## src/hw/rtl/cdcs_pkg.sv

```systemverilog
package cdcs_pkg;

    // Sizing
    localparam int CHANNELS   = 64;
    localparam int MAX_TAPS   = 8;
    localparam int CH_W       = 6;
    localparam int TAP_W      = 3;
    localparam int SAMP_W     = 16;
    localparam int CIU_W      = 7;
    localparam int TIU_W      = 4;
    localparam int CFG_IDX_W  = 2;
    localparam int CFG_DATA_W = 7;
    localparam int HIST_LEN   = MAX_TAPS - 1;
    localparam int FILL_W     = $clog2(MAX_TAPS);
    localparam int KCNT_W     = $clog2(MAX_TAPS + 1);
    localparam int DSEL_W     = $clog2(MAX_TAPS);
    localparam int WADDR_W    = CH_W + TAP_W;
    localparam int ACC_W      = 40;
    localparam int PROD_W     = 2 * SAMP_W;
    localparam int SIG_W      = 16;
    localparam int SIG_DEPTH  = 256;
    localparam int SIG_AW     = $clog2(SIG_DEPTH);

    // Register indexes
    localparam logic [CFG_IDX_W-1:0] REG_CHANNELS_IN_USE = CFG_IDX_W'(0);
    localparam logic [CFG_IDX_W-1:0] REG_TAPS_IN_USE     = CFG_IDX_W'(1);

    // Register reset values
    localparam logic [CIU_W-1:0] CIU_RESET = CIU_W'(64);
    localparam logic [TIU_W-1:0] TIU_RESET = TIU_W'(4);

    // Item modes
    localparam logic MODE_SAMPLE = 1'b0;
    localparam logic MODE_WEIGHT = 1'b1;

    // exp(-1/16) in Q0.32
    localparam logic [31:0] EXP_STEP = 32'd4034748382;

    typedef logic signed [SAMP_W-1:0] samp_t;

    typedef struct packed {
        logic              mode;
        logic [CH_W-1:0]   channel;
        logic [TAP_W-1:0]  tap;
        samp_t             value;
        logic              seq_start;
    } in_item_t;

    typedef struct packed {
        samp_t             activation;
        logic [CH_W-1:0]   channel_out;
    } out_item_t;

    typedef struct packed {
        logic [FILL_W-1:0]    fill;
        samp_t [HIST_LEN-1:0] samp;
    } hist_row_t;

    typedef struct packed {
        logic              latch;
        logic              dec_read;
        logic              wgt_write;
        logic              mac_issue;
        logic [DSEL_W-1:0] mac_d;
        logic              round;
        logic              look;
        logic              prod;
        logic              out_load;
    } cmd_t;

    typedef struct packed {
        logic              drop;
        logic              is_weight;
        logic [KCNT_W-1:0] k_eff;
        logic              rd_pending;
        logic              out_free;
    } status_t;

    typedef struct packed {
        logic              we;
        logic [SIG_AW-1:0] addr;
        logic [SIG_W-1:0]  data;
    } sig_wr_t;

endpackage

```

## src/hw/rtl/cdcs_ctrl.sv

```systemverilog
module cdcs_ctrl (
    input  logic              aclk,
    input  logic              aresetn,
    input  logic              init_done,
    input  logic              s_valid,
    output logic              s_ready,
    input  cdcs_pkg::status_t status,
    output cdcs_pkg::cmd_t    cmd
);
    import cdcs_pkg::*;

    typedef enum logic [8:0] {
        S_INIT   = 9'b000000001,
        S_IDLE   = 9'b000000010,
        S_DECODE = 9'b000000100,
        S_MAC    = 9'b000001000,
        S_DRAIN  = 9'b000010000,
        S_ROUND  = 9'b000100000,
        S_LOOK   = 9'b001000000,
        S_PROD   = 9'b010000000,
        S_OUT    = 9'b100000000
    } state_t;

    state_t            state_reg, state_next;
    logic [KCNT_W-1:0] d_reg, d_next;

    assign s_ready = (state_reg == S_IDLE);

    // Sequence one item through decode; samples go on through the tap loop, rounding, lookup and output
    always_comb begin
        state_next = state_reg;
        d_next     = d_reg;
        cmd        = '0;
        unique case (state_reg)
            S_INIT: begin
                if (init_done) begin
                    state_next = S_IDLE;
                end
            end
            S_IDLE: begin
                if (s_valid) begin
                    cmd.latch  = 1'b1;
                    state_next = S_DECODE;
                end
            end
            S_DECODE: begin
                if (status.drop) begin
                    state_next = S_IDLE;
                end else if (status.is_weight) begin
                    cmd.wgt_write = 1'b1;
                    state_next    = S_IDLE;
                end else begin
                    cmd.dec_read  = 1'b1;
                    cmd.mac_issue = 1'b1;
                    cmd.mac_d     = '0;
                    d_next        = KCNT_W'(1);
                    state_next    = (status.k_eff == KCNT_W'(1)) ? S_DRAIN : S_MAC;
                end
            end
            S_MAC: begin
                cmd.mac_issue = 1'b1;
                cmd.mac_d     = d_reg[DSEL_W-1:0];
                d_next        = d_reg + 1'b1;
                if (d_reg == status.k_eff - 1'b1) begin
                    state_next = S_DRAIN;
                end
            end
            S_DRAIN: begin
                if (!status.rd_pending) begin
                    state_next = S_ROUND;
                end
            end
            S_ROUND: begin
                cmd.round  = 1'b1;
                state_next = S_LOOK;
            end
            S_LOOK: begin
                cmd.look   = 1'b1;
                state_next = S_PROD;
            end
            S_PROD: begin
                cmd.prod   = 1'b1;
                state_next = S_OUT;
            end
            S_OUT: begin
                if (status.out_free) begin
                    cmd.out_load = 1'b1;
                    state_next   = S_IDLE;
                end
            end
            default: begin
                state_next = S_INIT;
            end
        endcase
    end

    always_ff @(posedge aclk) begin
        if (!aresetn) begin
            state_reg <= S_INIT;
            d_reg     <= '0;
        end else begin
            state_reg <= state_next;
            d_reg     <= d_next;
        end
    end

endmodule

```

## config.mk

```make
export PLATFORM = sky130hd
export DESIGN_NAME = cdcs_ctrl
export DESIGN_NICKNAME = d
export VERILOG_FILES = /design/src/hw/rtl/cdcs_pkg.sv /design/src/hw/rtl/cdcs_ctrl.sv
export SDC_FILE = /design/constraint.sdc
export NUM_CORES = 1
export LEC_CHECK = 0
export BUFFER_PORTS_ARGS = -buffer_cell sky130_fd_sc_hd__buf_2
export CORE_MARGIN = 4
export CORE_UTILIZATION = 40
export CTS_BUF_LIST = sky130_fd_sc_hd__clkbuf_4 sky130_fd_sc_hd__clkbuf_8
export DETAILED_ROUTE_END_ITERATION = 6
export MAX_ROUTING_LAYER = met4
export PLACE_DENSITY = 0.75
export SLEW_MARGIN = 5
export SYNTH_ARGS = -nofsm -noshare
export SYNTH_HDL_FRONTEND = slang
export SYNTH_SLANG_ARGS = --single-unit
```

## constraint.sdc

```tcl
create_clock -name aclk -period 1.7 [get_ports aclk]
set_clock_uncertainty 0.2 [all_clocks]
set_input_delay 0.34 -clock aclk [delete_from_list [all_inputs] [get_ports aclk]]
set_output_delay 0.34 -clock aclk [all_outputs]
set_load 0.02 [all_outputs]
```

==> results_dict.tcl <==
set metrics [dict create \
    synth_top_area_cell "dfxtp_1" \
    ir_worst_vdd_mv 0.8238 \
    clockPowerShare_pct 13.5 \
    max_freq_mhz 444.0 \
    worstSetupStartpointType "register" \
    holdWs_ns 0.02507 \
    setup_viol 24 \
    grt_pass1_wl_um 4816 \
    cp-end-kind "output port" \
    critPathMaxFanout 4 \
    cp_cell_sequence "buf_4 > nor3b_1 > nand4_1 > buf_6 > nand2_4 > buf_6" \
    netlist_instances 113 \
    slowest_stage "dfxtp_2" \
    io_buffers 23 \
    grt_max_degree 10 \
    rr_startpoint "state_reg[3]$_SDFFE_PN0P_" \
    ioPinCount 24 \
    synth_warnings 0 \
    sw_frac_of_total_pct 40.47 \
    relSlewSlack_pct 70.52 \
    worstSetupPathType "register to output port" \
    cts-hold-fix-buffers 0 \
    syn_area_per_cell_um2 8.194 \
    synth_ff_type "dfxtp_1" \
    die_w_um 56.11 \
    synth_fp_nets 128 \
    fin_tns_setup_ns -7.766 \
    crit_family "simple AND/OR/NAND/NOR gates" \
    via_count 1217 \
    crit_arrival_ns 1.71 \
    placedCellCount 197 \
    post_route_cells_drive_above_1_share_pct 68.28 \
    slew_viol_final 0 \
    hold_viol_final 0 \
    grt_use_total_pct 19.33 \
    num_rows 17 \
    htree_levels 1 \
    ff2ff_setup_slack_ns -0.32 \
    yosys-top-cells-count "13 x dfxtp_1, 12 x nor2_1, 10 x nand2_1" \
    cts_tree "yes" \
    hold_class "input port to register" \
    hold_path_startpoint "status[1]" \
    synthDominantCellAreaShare_pct 28.11 \
    instances_no_fill 214 \
    ys_seq_elements 13 \
    wl_per_cell_um 18.44 \
    layout_setup_ws_ns -0.5521 \
    post-synth-top-count-cell "dfxtp_1" \
    area_delta_synth_final_pct 99.46 \
    cpPeakStageDelay_ns 0.35 \
    pwr-share-comb_pct 63.0 \
    rr_endpoint "state_reg[4]$_SDFFE_PN0P_" \
    place.gp.congestion 0.8544 \
    p_sw_mw 0.6399 \
    num_antenna_cells 0 \
    coreArea_um2 2212 \
    dp_hpwl_um 2141 \
    clockRootBuffer "clkbuf_4" \
    antenna_found_initial 0 \
    synth_area_leaders "dfxtp_1 28%, xnor2_1 6.6%, nor2_1 4.9%" \
    drc 0 \
    outcome "complete, but fails checks" \
    cts.sinks 13 \
    cts_buffers 3 \
    clk_path_buf_depth 2 \
    seq_power_share_pct 23.5 \
    synthDistinctLibCells 36 \
    whs_endpoint "state_reg[5]$_SDFFE_PN0P_" \
    r2r_cells 8 \
    finalCritPeriodShare_pct 132.5 \
    internal_power_mw 0.9413 \
    tightest_slew_ns 0.4407 \
    crit_top_cell "buf_6" \
    finalPower_mw 1.581 \
    drt_iter0_markers 33 \
    die_area_um2 3148 \
    grt-ovfl-total 0 \
    synth_edf_count 0 \
    path_clk_slew_ns 0.09 \
    die_y_um 56.11 \
    vias_per_cell 5.687 \
    netlist_area_um2 925.9 \
    grt_pass1_vias 1126 \
    rsz0062_at_grt "true" \
    largest_reg_flops 9 \
    critPathRequiredTime_ns 1.16 \
    maxCapViolCount 0 \
    failed_checks "setup timing" \
    cellPowerDensity_nw_per_um2 856.2 \
    drt_first_pass_iters 6 \
    final_nets 202 \
    async_flop_share_pct 0 \
    fin_crit_ns 2.252 \
    pre_cts_slack_ns -0.4055 \
    min_delay_path_depth 2 \
    wirelength_um 3947 \
    cp_num_buf_inv 3 \
    initial_utilization_pct 41.86 \
    synth-seq-area-share_pct 28.11 \
    drtAntennaViolNets 0 \
    clk-insertion-delay-late_ns 0.29 \
    power.leakage_nw 0.7934 \
]
[worst register-to-register path, cell delays in order, from the launching register on]
cell     delay [ns]
dfxtp_2        0.35
buf_4          0.14
nor3b_1        0.35
nand4_1        0.20
buf_6          0.19
buf_6          0.11
o21ai_2        0.11
nand3_1        0.12
a21oi_1        0.18
[worst max-delay path by stage]
| stage | startpoint | slack [ns] | to | cells past startpoint |
|---|---|---|---|---|
| finish | state_reg[3]$_SDFFE_PN0P_ | -0.55 | cmd[7] | 6 |
| global route | state_reg[3]$_SDFFE_PN0P_ | -0.62 | cmd[7] | 6 |
| CTS | state_reg[0]$_SDFFE_PN1P_ | -0.47 | cmd[4] | 4 |
| detailed placement | status[3] | -0.41 | state_reg[6]$_SDFFE_PN0P_ | 8 |
| global placement | status[3] | -0.35 | state_reg[7]$_SDFFE_PN0P_ | 8 |
| floorplan | state_reg[8]$_SDFFE_PN0P_ | -0.16 | cmd[4] | 5 |
[cell usage in the layout (no fill, tap or decap), types with 3 or more instances in the layout]
| cell type | n |
|---|---|
| xnor2_1 | 4 |
| and2_4 | 5 |
| nor3_1 | 3 |
| dfxtp_2 | 4 |
| nand2_1 | 5 |
| xor2_1 | 3 |
| nand3_2 | 3 |
| nor2_2 | 4 |
| buf_6 | 26 |
| clkbuf_4 | 3 |
| nand4_1 | 6 |
| nand2_4 | 4 |
| buf_4 | 36 |
| and4_1 | 3 |
| dfxtp_1 | 7 |
| o21a_1 | 3 |
| buf_2 | 10 |
| nor2_1 | 8 |
[power groups by stage]
stage | logic, mW | clock network (mW) | registers, mW
final | 0.997 | 0.213 | 0.372
after global routing | 1.07 | 0.228 | 0.374
after CTS | 0.860 | 0.209 | 0.364
after detailed placement | 0.651 | 0 | 0.371
after global placement | 0.629 | 0 | 0.369
after floorplan | 0.360 | 0 | 0.357
[layout make-up]
| cell class | count | area [um2] |
|---|---|---|
| Multi-Input combinational cell | 92 | 859.6 |
| Timing Repair Buffer | 72 | 613.1 |
| Fill cell | 121 | 365.4 |
| Sequential cell | 13 | 272.8 |
| Inverter | 5 | 38.79 |
| Tap cell | 28 | 35.03 |
| Clock buffer | 3 | 22.52 |
| Clock inverter | 1 | 5.005 |
[stage by stage]
step	utilization, %	cell area (um2)
floorplan	-	1027
global placement	64.08	1418
detailed placement	64.08	1418
CTS	73.81	1633
global route	83.48	1847
finish	83.48	1847
[per-layer routing]
metal,track usage [%],up-vias,share of wire (%)
met5,-,-,0
met4,7.797,0,2.1
met3,2.552,10,4.9
met2,33.39,45,51
met1,22.42,608,42
li1,-,554,-
[cells by family after synthesis]
family / after synthesis / share of synthesized area (%)
xor gates and xnor gates: 10 / 9.460
buffers and inverters: 8 / 4.595
DFF: 13 / 28.11
adders and majority gates: 3 / 4.054
AOI/OAI and AO/OA: 19 / 15.54
and+or+nand+nor: 60 / 38.24
[repair_timing]
action | CTS | global route
pin swaps | 5 | 25
setup endpoints to repair | 24 | 25
setup buffers | 8 | 9
hold endpoints to repair | 0 | 0
resized for setup | 38 | 48
Note: power is estimated with default switching activity, not from simulation.
