===== config.mk =====
export PLATFORM = sky130hd
export DESIGN_NAME = cdcs_sig_gen
export DESIGN_NICKNAME = d
export VERILOG_FILES = /design/src/hw/rtl/cdcs_pkg.sv /design/src/hw/rtl/cdcs_sig_gen.sv
export SDC_FILE = /design/constraint.sdc
export NUM_CORES = 1
export LEC_CHECK = 0
export BUFFER_PORTS_ARGS = -buffer_cell sky130_fd_sc_hd__buf_4
export CAP_MARGIN = 20
export CORE_MARGIN = 2
export CORE_UTILIZATION = 55
export DETAILED_ROUTE_END_ITERATION = 10
export GPL_TIMING_DRIVEN = 0
export PLACE_DENSITY = 0.74
export SKIP_LAST_GASP = 1
export SLEW_MARGIN = 20
export SYNTH_ARGS = -nofsm -noshare
export SYNTH_HDL_FRONTEND = slang
export SYNTH_SLANG_ARGS = --single-unit

===== constraint.sdc =====
create_clock -name aclk -period 10.8 [get_ports aclk]
set_clock_uncertainty 0.05 [all_clocks]
set_input_delay 1.62 -clock aclk [delete_from_list [all_inputs] [get_ports aclk]]
set_output_delay 1.62 -clock aclk [all_outputs]
set_load 0.02 [all_outputs]

===== src/hw/rtl/cdcs_pkg.sv =====
package cdcs_pkg;

    // Sizing
    localparam int CHANNELS   = 64;
    localparam int MAX_TAPS   = 8;
    localparam int CH_W       = 6;
    localparam int TAP_W      = 3;
    localparam int SAMP_W     = 16;
    localparam int CIU_W      = 7;
    localparam int TIU_W      = 4;
    localparam int CFG_IDX_W  = 2;
    localparam int CFG_DATA_W = 7;
    localparam int HIST_LEN   = MAX_TAPS - 1;
    localparam int FILL_W     = $clog2(MAX_TAPS);
    localparam int KCNT_W     = $clog2(MAX_TAPS + 1);
    localparam int DSEL_W     = $clog2(MAX_TAPS);
    localparam int WADDR_W    = CH_W + TAP_W;
    localparam int ACC_W      = 40;
    localparam int PROD_W     = 2 * SAMP_W;
    localparam int SIG_W      = 16;
    localparam int SIG_DEPTH  = 256;
    localparam int SIG_AW     = $clog2(SIG_DEPTH);

    // Register indexes
    localparam logic [CFG_IDX_W-1:0] REG_CHANNELS_IN_USE = CFG_IDX_W'(0);
    localparam logic [CFG_IDX_W-1:0] REG_TAPS_IN_USE     = CFG_IDX_W'(1);

    // Register reset values
    localparam logic [CIU_W-1:0] CIU_RESET = CIU_W'(64);
    localparam logic [TIU_W-1:0] TIU_RESET = TIU_W'(4);

    // Item modes
    localparam logic MODE_SAMPLE = 1'b0;
    localparam logic MODE_WEIGHT = 1'b1;

    // exp(-1/16) in Q0.32
    localparam logic [31:0] EXP_STEP = 32'd4034748382;

    typedef logic signed [SAMP_W-1:0] samp_t;

    typedef struct packed {
        logic              mode;
        logic [CH_W-1:0]   channel;
        logic [TAP_W-1:0]  tap;
        samp_t             value;
        logic              seq_start;
    } in_item_t;

    typedef struct packed {
        samp_t             activation;
        logic [CH_W-1:0]   channel_out;
    } out_item_t;

    typedef struct packed {
        logic [FILL_W-1:0]    fill;
        samp_t [HIST_LEN-1:0] samp;
    } hist_row_t;

    typedef struct packed {
        logic              latch;
        logic              dec_read;
        logic              wgt_write;
        logic              mac_issue;
        logic [DSEL_W-1:0] mac_d;
        logic              round;
        logic              look;
        logic              prod;
        logic              out_load;
    } cmd_t;

    typedef struct packed {
        logic              drop;
        logic              is_weight;
        logic [KCNT_W-1:0] k_eff;
        logic              rd_pending;
        logic              out_free;
    } status_t;

    typedef struct packed {
        logic              we;
        logic [SIG_AW-1:0] addr;
        logic [SIG_W-1:0]  data;
    } sig_wr_t;

endpackage


===== src/hw/rtl/cdcs_sig_gen.sv =====
module cdcs_sig_gen (
    input  logic              aclk,
    input  logic              aresetn,
    output cdcs_pkg::sig_wr_t sig_wr,
    output logic              done
);
    import cdcs_pkg::*;

    typedef enum logic [5:0] {
        PH_LOAD_HI = 6'b000001,
        PH_DIV_HI  = 6'b000010,
        PH_LOAD_LO = 6'b000100,
        PH_DIV_LO  = 6'b001000,
        PH_MUL     = 6'b010000,
        PH_DONE    = 6'b100000
    } phase_t;

    localparam int HALF     = SIG_DEPTH / 2;
    localparam int N_W      = $clog2(HALF + 1);
    localparam int E_W      = 33;
    localparam int D_W      = 34;
    localparam int NUM_W    = 49;
    localparam int QUO_BITS = 17;
    localparam int CNT_W    = $clog2(QUO_BITS);
    localparam int MACC_W   = 65;
    localparam int PP_W     = 33;

    phase_t               phase_reg, phase_next;
    logic [N_W-1:0]       n_reg, n_next;
    logic [E_W-1:0]       e_reg, e_next;
    logic [E_W-1:0]       rem_reg, rem_next;
    logic [QUO_BITS-1:0]  nlow_reg, nlow_next;
    logic [QUO_BITS-2:0]  quo_reg, quo_next;
    logic [CNT_W-1:0]     cnt_reg, cnt_next;
    logic [2:0]           mcnt_reg, mcnt_next;
    logic [PP_W-1:0]      prod_reg, prod_next;
    logic [1:0]           sh_reg, sh_next;
    logic [MACC_W-1:0]    macc_reg, macc_next;

    logic [D_W-1:0]       d_w;
    logic [E_W-1:0]       half_d;
    logic [NUM_W-1:0]     num_hi, num_lo, num_sel;
    logic [D_W-1:0]       trial, diff;
    logic                 ge;
    logic [QUO_BITS-1:0]  q_full;
    logic [SIG_W-1:0]     q_cap;
    logic [16:0]          op_a;
    logic [15:0]          op_b;
    logic [PP_W-1:0]      pp;
    logic [MACC_W-1:0]    prod_ext, macc_sum;
    logic                 div_last;

    // Divisor 1 + e^(-n/16) in Q.32 and the two rounded numerators
    assign d_w     = {1'b0, e_reg} + (D_W'(1) << 32);
    assign half_d  = d_w[D_W-1:1];
    assign num_hi  = (NUM_W'(1) << 48) + NUM_W'(half_d);
    assign num_lo  = {e_reg, 16'b0} + NUM_W'(half_d);
    assign num_sel = (phase_reg == PH_LOAD_HI) ? num_hi : num_lo;

    // One quotient bit per cycle
    assign trial    = {rem_reg, nlow_reg[QUO_BITS-1]};
    assign ge       = (trial >= d_w);
    assign diff     = trial - d_w;
    assign q_full   = {quo_reg, ge};
    assign q_cap    = q_full[QUO_BITS-1] ? {SIG_W{1'b1}} : q_full[SIG_W-1:0];
    assign div_last = (cnt_reg == CNT_W'(QUO_BITS - 1));

    // Partial products of e * EXP_STEP, 17x16 each
    assign op_a = mcnt_reg[1] ? e_reg[32:16] : {1'b0, e_reg[15:0]};
    assign op_b = mcnt_reg[0] ? EXP_STEP[31:16] : EXP_STEP[15:0];
    assign pp   = PP_W'(op_a) * PP_W'(op_b);

    always_comb begin
        unique case (sh_reg)
            2'd0:    prod_ext = MACC_W'(prod_reg);
            2'd1:    prod_ext = MACC_W'(prod_reg) << 16;
            default: prod_ext = MACC_W'(prod_reg) << 32;
        endcase
    end
    assign macc_sum = macc_reg + prod_ext;

    // Table write port
    always_comb begin
        sig_wr.we   = div_last && ((phase_reg == PH_DIV_HI) || (phase_reg == PH_DIV_LO));
        sig_wr.data = q_cap;
        if (phase_reg == PH_DIV_HI) begin
            sig_wr.addr = SIG_AW'(HALF) + SIG_AW'(n_reg);
        end else begin
            sig_wr.addr = SIG_AW'(HALF) - SIG_AW'(n_reg);
        end
    end

    assign done = (phase_reg == PH_DONE);

    // Sequence: divide for the upper half, divide for the lower half, step the exponent
    always_comb begin
        phase_next = phase_reg;
        n_next     = n_reg;
        e_next     = e_reg;
        rem_next   = rem_reg;
        nlow_next  = nlow_reg;
        quo_next   = quo_reg;
        cnt_next   = cnt_reg;
        mcnt_next  = mcnt_reg;
        prod_next  = prod_reg;
        sh_next    = sh_reg;
        macc_next  = macc_reg;
        unique case (phase_reg)
            PH_LOAD_HI, PH_LOAD_LO: begin
                rem_next   = E_W'(num_sel[NUM_W-1:QUO_BITS]);
                nlow_next  = num_sel[QUO_BITS-1:0];
                quo_next   = '0;
                cnt_next   = '0;
                phase_next = (phase_reg == PH_LOAD_HI) ? PH_DIV_HI : PH_DIV_LO;
            end
            PH_DIV_HI, PH_DIV_LO: begin
                rem_next  = ge ? diff[E_W-1:0] : trial[E_W-1:0];
                nlow_next = {nlow_reg[QUO_BITS-2:0], 1'b0};
                quo_next  = q_full[QUO_BITS-2:0];
                cnt_next  = cnt_reg + 1'b1;
                mcnt_next = '0;
                if (div_last) begin
                    if (phase_reg == PH_DIV_HI) begin
                        phase_next = (n_reg == '0) ? PH_MUL : PH_LOAD_LO;
                    end else begin
                        phase_next = (n_reg == N_W'(HALF)) ? PH_DONE : PH_MUL;
                    end
                end
            end
            PH_MUL: begin
                mcnt_next = mcnt_reg + 1'b1;
                if (mcnt_reg == 3'd0) begin
                    macc_next = MACC_W'(1) << 31;
                end else begin
                    macc_next = macc_sum;
                end
                if (mcnt_reg != 3'd4) begin
                    prod_next = pp;
                    sh_next   = 2'({1'b0, mcnt_reg[1]} + {1'b0, mcnt_reg[0]});
                end else begin
                    e_next     = macc_sum[MACC_W-1:32];
                    n_next     = n_reg + 1'b1;
                    mcnt_next  = '0;
                    phase_next = (n_reg + 1'b1 == N_W'(HALF)) ? PH_LOAD_LO : PH_LOAD_HI;
                end
            end
            PH_DONE: begin
                phase_next = PH_DONE;
            end
            default: begin
                phase_next = PH_DONE;
            end
        endcase
    end

    always_ff @(posedge aclk) begin
        if (!aresetn) begin
            phase_reg <= PH_LOAD_HI;
            n_reg     <= '0;
            e_reg     <= E_W'(1) << 32;
            cnt_reg   <= '0;
            mcnt_reg  <= '0;
        end else begin
            phase_reg <= phase_next;
            n_reg     <= n_next;
            e_reg     <= e_next;
            cnt_reg   <= cnt_next;
            mcnt_reg  <= mcnt_next;
        end
    end

    always_ff @(posedge aclk) begin
        rem_reg  <= rem_next;
        nlow_reg <= nlow_next;
        quo_reg  <= quo_next;
        prod_reg <= prod_next;
        sh_reg   <= sh_next;
        macc_reg <= macc_next;
    end

endmodule


==> flow_metrics.tcl, run 1 <==
set metrics [dict create \
    place_congestion 1.009 \
    path_class "register to register" \
    core_area_mm2 0.04327 \
    syn_inst 2685 \
    setup_violations 0 \
    dp_hpwl_um 56300 \
    cts_tree "done" \
    die-height_um 213.9 \
    ff2ff_setup_slack_ns 1.55 \
    cts.clk_slew.worst_paths_ns 0.06 \
    clkLatencyLatePin_ns 0.56 \
    utilization 0.6072 \
    worstSetupStartpointType "register" \
    nNetsFinal 3181 \
    synthTopCellsByCount "inv_1 (338), nand2_1 (229), ha_1 (226), fa_1 (208), nor2_1 (188)" \
    syn_nets 3121 \
    antenna_cells 0 \
    drive_gt1_frac 0.04919 \
    globalRouteTotalUtil 0.3123 \
    ys_dominant_reg_cell "edfxtp_1" \
    synthArstFlopShare 0 \
    cts-resized-gates 0 \
    cts_inserted_buffers 27 \
    drtAntennaViolNets 0 \
    cp.arrival_ns 9.50 \
    slew_violations 0 \
    yosysSeqAreaShare 0.2512 \
    antenna_found_initial 0 \
    grt_pass1_wl_um 110100 \
    gr-total-overflow 0 \
    synth_most_common_cell "inv_1" \
    status "completed" \
    max_slew.worst_pin.slew_ns 1.076 \
    area_growth_pct 8.433 \
    cap_violations 0 \
    die_area_mm2 0.04575 \
    synth_edf_count 166 \
    fmax_mhz 108.1 \
    firstDrtPassIters 5 \
    post-route-period-util 0.8562 \
    pin_count 28 \
    cts_root_buf "clkbuf_16" \
    slew-limit-headroom 0.2622 \
    yosysTopAreaCellShare 0.2057 \
    syn_area_per_cell_um2 9.024 \
    synthTopCellsByArea "edfxtp_1 (21%), fa_1 (17%), ha_1 (12%)" \
    grt_pass1_vias 19780 \
    die_w_um 213.9 \
    hold_viol 0 \
    wl_per_cell_um 20.88 \
    end_kind "register" \
    p_per_area_mw_per_mm2 82.34 \
    layout_min_cycle_time_ns 9.247 \
    htreeDepth 1 \
    cts.path.max_buffers 3 \
    initial_core_util 0.5600 \
    hold_depth 1 \
    drtIter0Drc 1658 \
    synth_cell_types 87 \
    cp_max_fo 10 \
    cts_hold_buffers 0 \
    wirelength_um 69940 \
    drc 0 \
    rsz0062_at_grt "no" \
    syn_area_mm2 0.02423 \
    vias_per_cell 6.015 \
    rows 76 \
    synth_top_area_cell "edfxtp_1" \
    power.leakage_uw 0.01188 \
    hold_class "register to register" \
    required_ns 11.05 \
    ir_drop_mv 0.1432 \
    worst-r2r-cell-count 26 \
    num_vias 20150 \
    io_buffer_count 27 \
    ys_ff_latch 221 \
    fin_tns_setup_ns 0 \
    grt_max_degree 54 \
    cts_sinks 221 \
    ys.warnings.count 0 \
    cts_setup_buffers 0 \
    largest_reg_flops 65 \
]
==> where the power goes <==
part / internal (uW) / switching [uW]
logic: 77.6 / 130
clock network: 614 / 400
registers: 931 / 10.9
total: 1620 / 541
==> cell type report <==
| class | count | area, um2 |
|---|---|---|
| buffer | 106 | 409.1 |
| clock buffer | 34 | 785.8 |
| clock inverter | 15 | 202.7 |
| fill | 3753 | 16990 |
| inverter | 339 | 1275 |
| multi-input combinational | 2019 | 16500 |
| sequential | 221 | 6086 |
| tap | 585 | 732.0 |
| timing repair buffer | 31 | 285.3 |
==> through the flow <==
| step | hold slack, ns | instances | setup slack [ns] | area [um2] | power (uW) |
|---|---|---|---|---|---|
| 2_1_floorplan | 0.3731 | 2685 | 3.001 | 24230 | 1104 |
| 4_1_cts | 0.4226 | 3350 | 1.663 | 26260 | 2166 |
| 5_1_grt | 0.4476 | 3350 | 0.9432 | 26270 | 2219 |
| 3_3_place_gp | 0.4021 | 3297 | 1.671 | 25160 | 1157 |
| 3_5_place_dp | 0.4138 | 3301 | 1.729 | 25280 | 1163 |
| 6_report | 0.4224 | 3350 | 1.553 | 26270 | 2163 |
==> routing by layer <==
metal | up-vias | track usage | routed length (um) | part of all wire
met3 | 190 | 0.03925 | 4362 | 0.062
met4 | 0 | 0.1205 | 3146 | 0.045
met5 | - | 0 | 0 | 0
li1 | 9390 | - | - | -
met1 | 9781 | 0.4101 | 29220 | 0.42
met2 | 790 | 0.5281 | 33210 | 0.47
==> worst paths after layout <==
path	startpoint	to
min	cnt_reg[4]	cnt_reg[4]
max	mcnt_reg[1]	prod_reg[31]
max reg2reg	mcnt_reg[1]	prod_reg[31]
min reg2reg	cnt_reg[4]	cnt_reg[4]
==> kinds of logic (layout without fill, tap and decap cells) <==
logic type / Yosys count / in the layout / synth area share
fa+ha+maj: 434 / 434 / 0.2886
simple gates: 769 / 769 / 0.1537
mux: 51 / 51 / 0.02117
flops: 221 / 221 / 0.2512
buf+inv: 445 / 525 / 0.06940
compound gates: 614 / 614 / 0.1616
other cells: 1 / 1 / 0.0001548
xor+xnor: 150 / 150 / 0.05422
==> worst max-delay path, cell delays in order, from the launching register on <==
cell and delay [ns]:
dfxtp_1 0.33, clkbuf_1 0.40, clkbuf_1 0.65, mux2i_1 0.91
inv_1 0.35, nand2_1 0.22, inv_1 0.19, fa_1 0.49
fa_1 0.37, inv_1 0.09, fa_1 0.43, inv_1 0.07
ha_1 0.25, fa_1 0.55, inv_1 0.06, fa_1 0.53
inv_1 0.04, ha_1 0.38, a2111oi_0 0.73, o211ai_1 0.25
nand3_1 0.17, a31oi_1 0.17, a221oi_1 0.52, a21oi_1 0.18
a221o_1 0.35, a21oi_1 0.18, xnor2_1 0.09
==> cell usage in the layout, fill, tap and decap left out, types with 7 or more instances in the layout <==
cell / instances
a211oi_1: 24
clkbuf_1: 94
ha_1: 226
and2_1: 71
nor2b_1: 26
or3_1: 10
buf_4: 29
and4_1: 7
nor3_1: 40
o21ai_0: 138
nand4_1: 45
nor2_1: 188
buf_1: 7
nand2b_1: 24
nand2_1: 228
clkbuf_16: 30
o31ai_1: 10
fa_1: 208
dfxtp_1: 55
o211ai_1: 13
a21o_1: 75
or2_2: 22
a21oi_1: 186
inv_1: 337
o22ai_1: 8
o221ai_1: 11
xnor2_1: 100
xor2_1: 50
mux2i_1: 46
o21bai_1: 20
edfxtp_1: 166
and3_1: 21
or4_1: 7
o21a_1: 21
nand3_1: 50
a31oi_1: 18
nor4_1: 12
a21boi_0: 10
(Power assumes the default switching activity.)
==> run 2, diff against run 1 <==
Settings changed: MAX_ROUTING_LAYER set to met4.
==> run 2 against run 1 <==
  * Global-route usage rose by 1.2 points
  * Fmax is 2.1% higher
  * Sequential share of layout area up 0.094 points
  * Sequential power barely moved
  * Cell count unchanged
==> flow_metrics.tcl, run 2 (synthesis gave the netlist of run 1 again) <==
set metrics [dict create \
    grt_pass1_wl_um 110700 \
    p_per_area_mw_per_mm2 78.99 \
    rows 76 \
    die_area_mm2 0.04575 \
    ir_drop_mv 0.08849 \
    ff2ff_setup_slack_ns 1.74 \
    drtAntennaViolNets 0 \
    die_w_um 213.9 \
    path_class "register to register" \
    fin_hold_ws_ns 0.4239 \
    fin_tns_setup_ns 0 \
    cts.clk_slew.worst_paths_ns 0.06 \
    die-height_um 213.9 \
    gr-total-overflow 0 \
    wirelength_um 70560 \
    firstDrtPassIters 6 \
    nNetsFinal 3181 \
    num_vias 20020 \
    cts-resized-gates 0 \
    max_slew.worst_pin.slew_ns 1.036 \
    drtIter0Drc 1777 \
    cts_tree "done" \
    clkLatencyLatePin_ns 0.58 \
    grt_pass1_vias 19840 \
    cts_sinks 221 \
    initial_core_util 0.5600 \
    layout_common_cells "inv_1 (337), nand2_1 (228), ha_1 (226)" \
    cts.path.max_buffers 3 \
    drc 0 \
    htreeDepth 1 \
    power.leakage_uw 0.01184 \
    status "completed" \
    cp_max_fo 10 \
    core_area_mm2 0.04327 \
    pre_cts_ws_ns 1.795 \
    cts_hold_buffers 0 \
    fillCellCount 3772 \
    globalRouteTotalUtil 0.3247 \
    largest_reg_flops 65 \
    post-route-period-util 0.8385 \
    pin_count 28 \
    antenna_found_initial 0 \
    cap_violations 0 \
    wl_per_cell_um 21.06 \
    rsz0062_at_grt "no" \
    layout_min_cycle_time_ns 9.056 \
    slew_violations 0 \
    cts_root_buf "clkbuf_16" \
    hold_viol 0 \
    cts_inserted_buffers 27 \
    end_kind "register" \
    vias_per_cell 5.976 \
    worst_slack_ns 1.744 \
    cts_setup_buffers 0 \
    area_growth_pct 7.994 \
    grt_max_degree 50 \
    layout_commonest_cell "inv_1" \
    dp_hpwl_um 57250 \
    setup_violations 0 \
    antenna_cells 0 \
    cp.arrival_ns 9.33 \
    required_ns 11.07 \
    worstSetupStartpointType "register" \
    drive_gt1_frac 0.04810 \
    hold_class "register to register" \
    io_buffer_count 27 \
    fmax_mhz 110.4 \
    place_congestion 0.9890 \
    slew-limit-headroom 0.2894 \
]
run 2: per-layer routing:
metal  share of wire  global-route usage
met1            0.43              0.4222
met2            0.48              0.5402
met3           0.057             0.03398
met4           0.031             0.09339
met5               0                   -
run 2: worst max-delay path, stage by stage, from the launching register on:
cell      delay, ns
dfxtp_1        0.33
clkbuf_1       0.41
clkbuf_1       0.65
mux2i_1        0.86
inv_1          0.34
nand2_1        0.20
inv_1          0.20
fa_1           0.59
inv_1          0.06
fa_1           0.51
inv_1          0.05
fa_1           0.49
fa_1           0.54
fa_1           0.55
inv_1          0.07
fa_1           0.57
inv_1          0.05
ha_1           0.25
or3_1          0.38
o31ai_1        0.23
a31oi_1        0.13
a221oi_1       0.50
a21oi_1        0.18
a221o_1        0.35
a21oi_1        0.18
xnor2_1        0.09
run 2: cell type report:
class                           count  area (um2)  area share
Buffer                            106       409.1     0.01564
Clock buffer                       35       739.5     0.02826
Clock inverter                     14       131.4    0.005021
Inverter                          339        1275     0.04873
Multi-Input combinational cell   2019       16500      0.6306
Sequential cell                   221        6086      0.2326
Tap cell                          585       732.0     0.02797
Timing Repair Buffer               31       292.8     0.01119
run 2: through the flow:
stage / power [uW] / instance area [um2] / util / std cells
floorplan: 1104 / 24230 / - / 2685
global placement: 1158 / 25160 / 0.5816 / 3297
detailed placement: 1162 / 25280 / 0.5843 / 3300
CTS: 2071 / 26150 / 0.6044 / 3349
global route: 2123 / 26170 / 0.6048 / 3350
finish: 2067 / 26170 / 0.6048 / 3350
run 2: worst paths after layout:
| kind | endpoint | from | cells after the start |
|---|---|---|---|
| setup reg to reg | prod_reg[31] | mcnt_reg[1] | 25 |
| hold reg to reg | cnt_reg[4] | cnt_reg[4] | 1 |
| hold / removal | cnt_reg[4] | cnt_reg[4] | 1 |
| setup / recovery | prod_reg[31] | mcnt_reg[1] | 25 |
run 2: where the power goes:
part           internal, uW  total, uW  switching [uW]  leakage, uW
logic                  78.3        208             130      0.00940
clock network           530        917             388     0.000431
registers               931        941            10.4      0.00200
==> run 3, diff against run 2 <==
Settings changed: ABC_AREA set to 1, PLACE_DENSITY 0.74 to 0.77.
Clock period 10.8 ns to 8.3 ns, I/O delays scaled along.
==> run 3 against run 2 <==
  * Flip-flop and latch count is the same
  * First-iteration DRC count rose by 48%
  * Power grew 40%
  * Via count is 29% higher
  * Fmax is 17% higher
  * Clock-buffer cell count up 1
  * Die area is 13% higher
  * Core utilization decreased by 0.22 points
  * Sequential share of layout area decreased by 2.7 points
  * Synthesized cell count is 49% higher
  * Largest cell class unchanged
==> flow_metrics.tcl, run 3 <==
set metrics [dict create \
    drc 0 \
    cp.arrival_ns 8.02 \
    p_sw_uw 766.6 \
    switching_share 0.2645 \
    ir_drop_mv 0.1409 \
    drive_gt1_frac 0.03566 \
    die-height_um 227.2 \
    seqCellArea_mm2 0.006086 \
    worstSetupEndpoint "prod_reg[32]" \
    synth_compound_area_frac 0.09695 \
    die_w_um 227.2 \
    fmax_mhz 129.0 \
    io_buffer_count 27 \
    multi_input_area_mm2 0.01752 \
    grt_pass1_vias 24370 \
    firstDrtPassIters 6 \
    fin_tns_setup_ns 0 \
    path_delay_family "adder cells" \
    cp.depth 26 \
    p_per_area_mw_per_mm2 98.07 \
    r2r-end "prod_reg[32]" \
    end_kind "register" \
    max_slew.worst_pin.slew_ns 1.127 \
    slew-limit-headroom 0.2407 \
    synthArstFlopShare 0 \
    grt_max_degree 39 \
    antenna_found_initial 0 \
    fin_hold_ws_ns 0.4395 \
    layout_min_cycle_time_ns 7.753 \
    synthTopCellsByCount "nand2_1 (1,148), inv_1 (928), nor2_1 (308), a21oi_1 (263), ha_1 (226)" \
    synth_top_family_by_area "simple AND/OR/NAND/NOR gates" \
    synth_edf_count 166 \
    p_seq_frac 0.423 \
    synth_adder_area_share 0.2552 \
    hold_class "register to register" \
    htreeDepth 1 \
    crit_buf_inv 9 \
    yosysSeqAreaShare 0.2221 \
    largest_reg_flops 65 \
    setup_violations 0 \
    reg2reg_from "mcnt_reg[1]" \
    worst_slack_ns 0.5474 \
    place_congestion 1.054 \
    pin_count 28 \
    cts_root_buf "clkbuf_16" \
    pwr-share-clk 0.464 \
    worst_path_max_delay_cell "fa_1" \
    cap_violations 0 \
    synthTopCellsByArea "edfxtp_1 (18%), nand2_1 (16%), fa_1 (15%)" \
    synth_most_common_cell "nand2_1" \
    required_ns 8.56 \
    rows 81 \
    cts_hold_buffers 0 \
    syn_nets 4445 \
    die_area_mm2 0.05162 \
    slowest_delay_ns 0.54 \
    synth_mux_area_frac 0 \
    ys.warnings.count 0 \
    layout_commonest_cell "nand2_1" \
    gr-total-overflow 0 \
    synthSimpleGateAreaFrac 0.2661 \
    num_vias 25780 \
    grt_pass1_wl_um 134300 \
    fillCellCount 4761 \
    globalRouteTotalUtil 0.3529 \
    ff2ff_setup_slack_ns 0.55 \
    power.leakage_uw 0.01601 \
    cts_sinks 221 \
    synth_top_area_cell "edfxtp_1" \
    initial_core_util 0.5586 \
    p_int_uw 2132 \
    syn_inst 4009 \
    syn_area_per_cell_um2 6.834 \
    dp_hpwl_um 72420 \
    startpoint "mcnt_reg[1]" \
    p_comb_frac 0.112 \
    syn_area_mm2 0.02740 \
    core_area_mm2 0.04905 \
    synth_cell_types 47 \
    ys_ff_latch 221 \
    status "completed" \
    synth_xor_area_frac 0.02046 \
    worstSetupStartpointType "register" \
    cts-resized-gates 0 \
    yosysTopAreaCellShare 0.1819 \
    drtAntennaViolNets 0 \
    pre_cts_ws_ns 0.6454 \
    antenna_cells 0 \
    drtIter0Drc 2637 \
    hold_viol 0 \
    wl_per_cell_um 18.23 \
    layout_common_cells "nand2_1 (1,148), inv_1 (926), nor2_1 (308)" \
    cts.clk_slew.worst_paths_ns 0.07 \
    rsz0062_at_grt "no" \
    worst-r2r-cell-count 26 \
    cts_tree "done" \
    nNetsFinal 4509 \
    slew_violations 0 \
    cts.path.max_buffers 3 \
    ys_dominant_reg_cell "edfxtp_1" \
    post-route-period-util 0.9340 \
    cts_setup_buffers 0 \
    clkLatencyLatePin_ns 0.59 \
    vias_per_cell 5.417 \
    path_class "register to register" \
    cp_max_fo 10 \
    wirelength_um 86750 \
    cts_inserted_buffers 27 \
    area_growth_pct 7.887 \
]
-- run 3: cell type report --
| cell class | count | area share |
|---|---|---|
| multi-input cells | 2791 | 0.5928 |
| flip-flops and latches | 221 | 0.2059 |
| inverters | 939 | 0.1194 |
| well taps | 664 | 0.02811 |
| clock buffers | 36 | 0.02607 |
| repair buffers | 35 | 0.01041 |
| plain buffers | 58 | 0.009608 |
| clock inverters | 14 | 0.007704 |
-- run 3: per-stage QoR --
stage / util / total power (uW) / cells / cell area, um2
floorplan: - / 1474 / 4009 / 27400
global placement: 0.5796 / 1564 / 4700 / 28430
detailed placement: 0.5823 / 1567 / 4708 / 28560
CTS: 0.6026 / 2897 / 4758 / 29560
global route: 0.6026 / 2981 / 4758 / 29560
finish: 0.6026 / 2899 / 4758 / 29560
-- run 3: worst register-to-register path: stages, from the launching register on --
cell      delay (ns)
dfxtp_1         0.36
clkbuf_1        0.29
clkbuf_1        0.42
buf_2           0.34
nand2_1         0.10
o21ai_0         0.35
inv_1           0.39
nand2_1         0.35
fa_1            0.52
fa_1            0.55
inv_1           0.06
fa_1            0.51
inv_1           0.05
fa_1            0.47
inv_1           0.06
fa_1            0.54
inv_1           0.06
fa_1            0.53
inv_1           0.04
ha_1            0.37
nand4_1         0.10
o21ai_0         0.43
nand2_1         0.13
nand2_1         0.16
nand3_1         0.11
nand3b_1        0.10
nand2_1         0.08
-- run 3: logic make-up after synthesis --
kind of cell,after synthesis
xor gates and xnor gates,64
and+or+nand+nor,1792
adders and majority gates,434
other,1
AOI/OAI and AO/OA,500
DFF,221
buffers and inverters,997
-- run 3: how the worst min path moves through the flow --
stage            startpoint           end  slack (ns)  cells past startpoint
6_report         cnt_reg[4]    cnt_reg[4]        0.44                      2
5_1_grt        phase_reg[3]  phase_reg[3]        0.46                      2
4_1_cts          cnt_reg[4]    cnt_reg[4]        0.44                      2
3_5_place_dp     cnt_reg[4]    cnt_reg[4]        0.43                      2
3_3_place_gp   phase_reg[3]  phase_reg[3]        0.43                      2
2_1_floorplan  phase_reg[3]  phase_reg[3]        0.41                      2
-- run 3: power by group through the flow --
stage	combinational [uW]	clock (uW)	sequential, uW
after floorplan	227	0	1250
after CTS	318	1350	1230
after detailed placement	317	0	1250
final	326	1350	1230
after global placement	312	0	1250
after global routing	362	1390	1230
-- run 3: layer usage --
| layer | GRT usage | vias up | wire length (um) | part of all wire |
|---|---|---|---|---|
| met5 | - | - | 0 | 0 |
| met4 | 0.1419 | 0 | 4079 | 0.047 |
| met3 | 0.05318 | 227 | 8048 | 0.093 |
| met2 | 0.5442 | 1228 | 38390 | 0.44 |
| met1 | 0.4678 | 11740 | 36230 | 0.42 |
| li1 | - | 12580 | - | - |
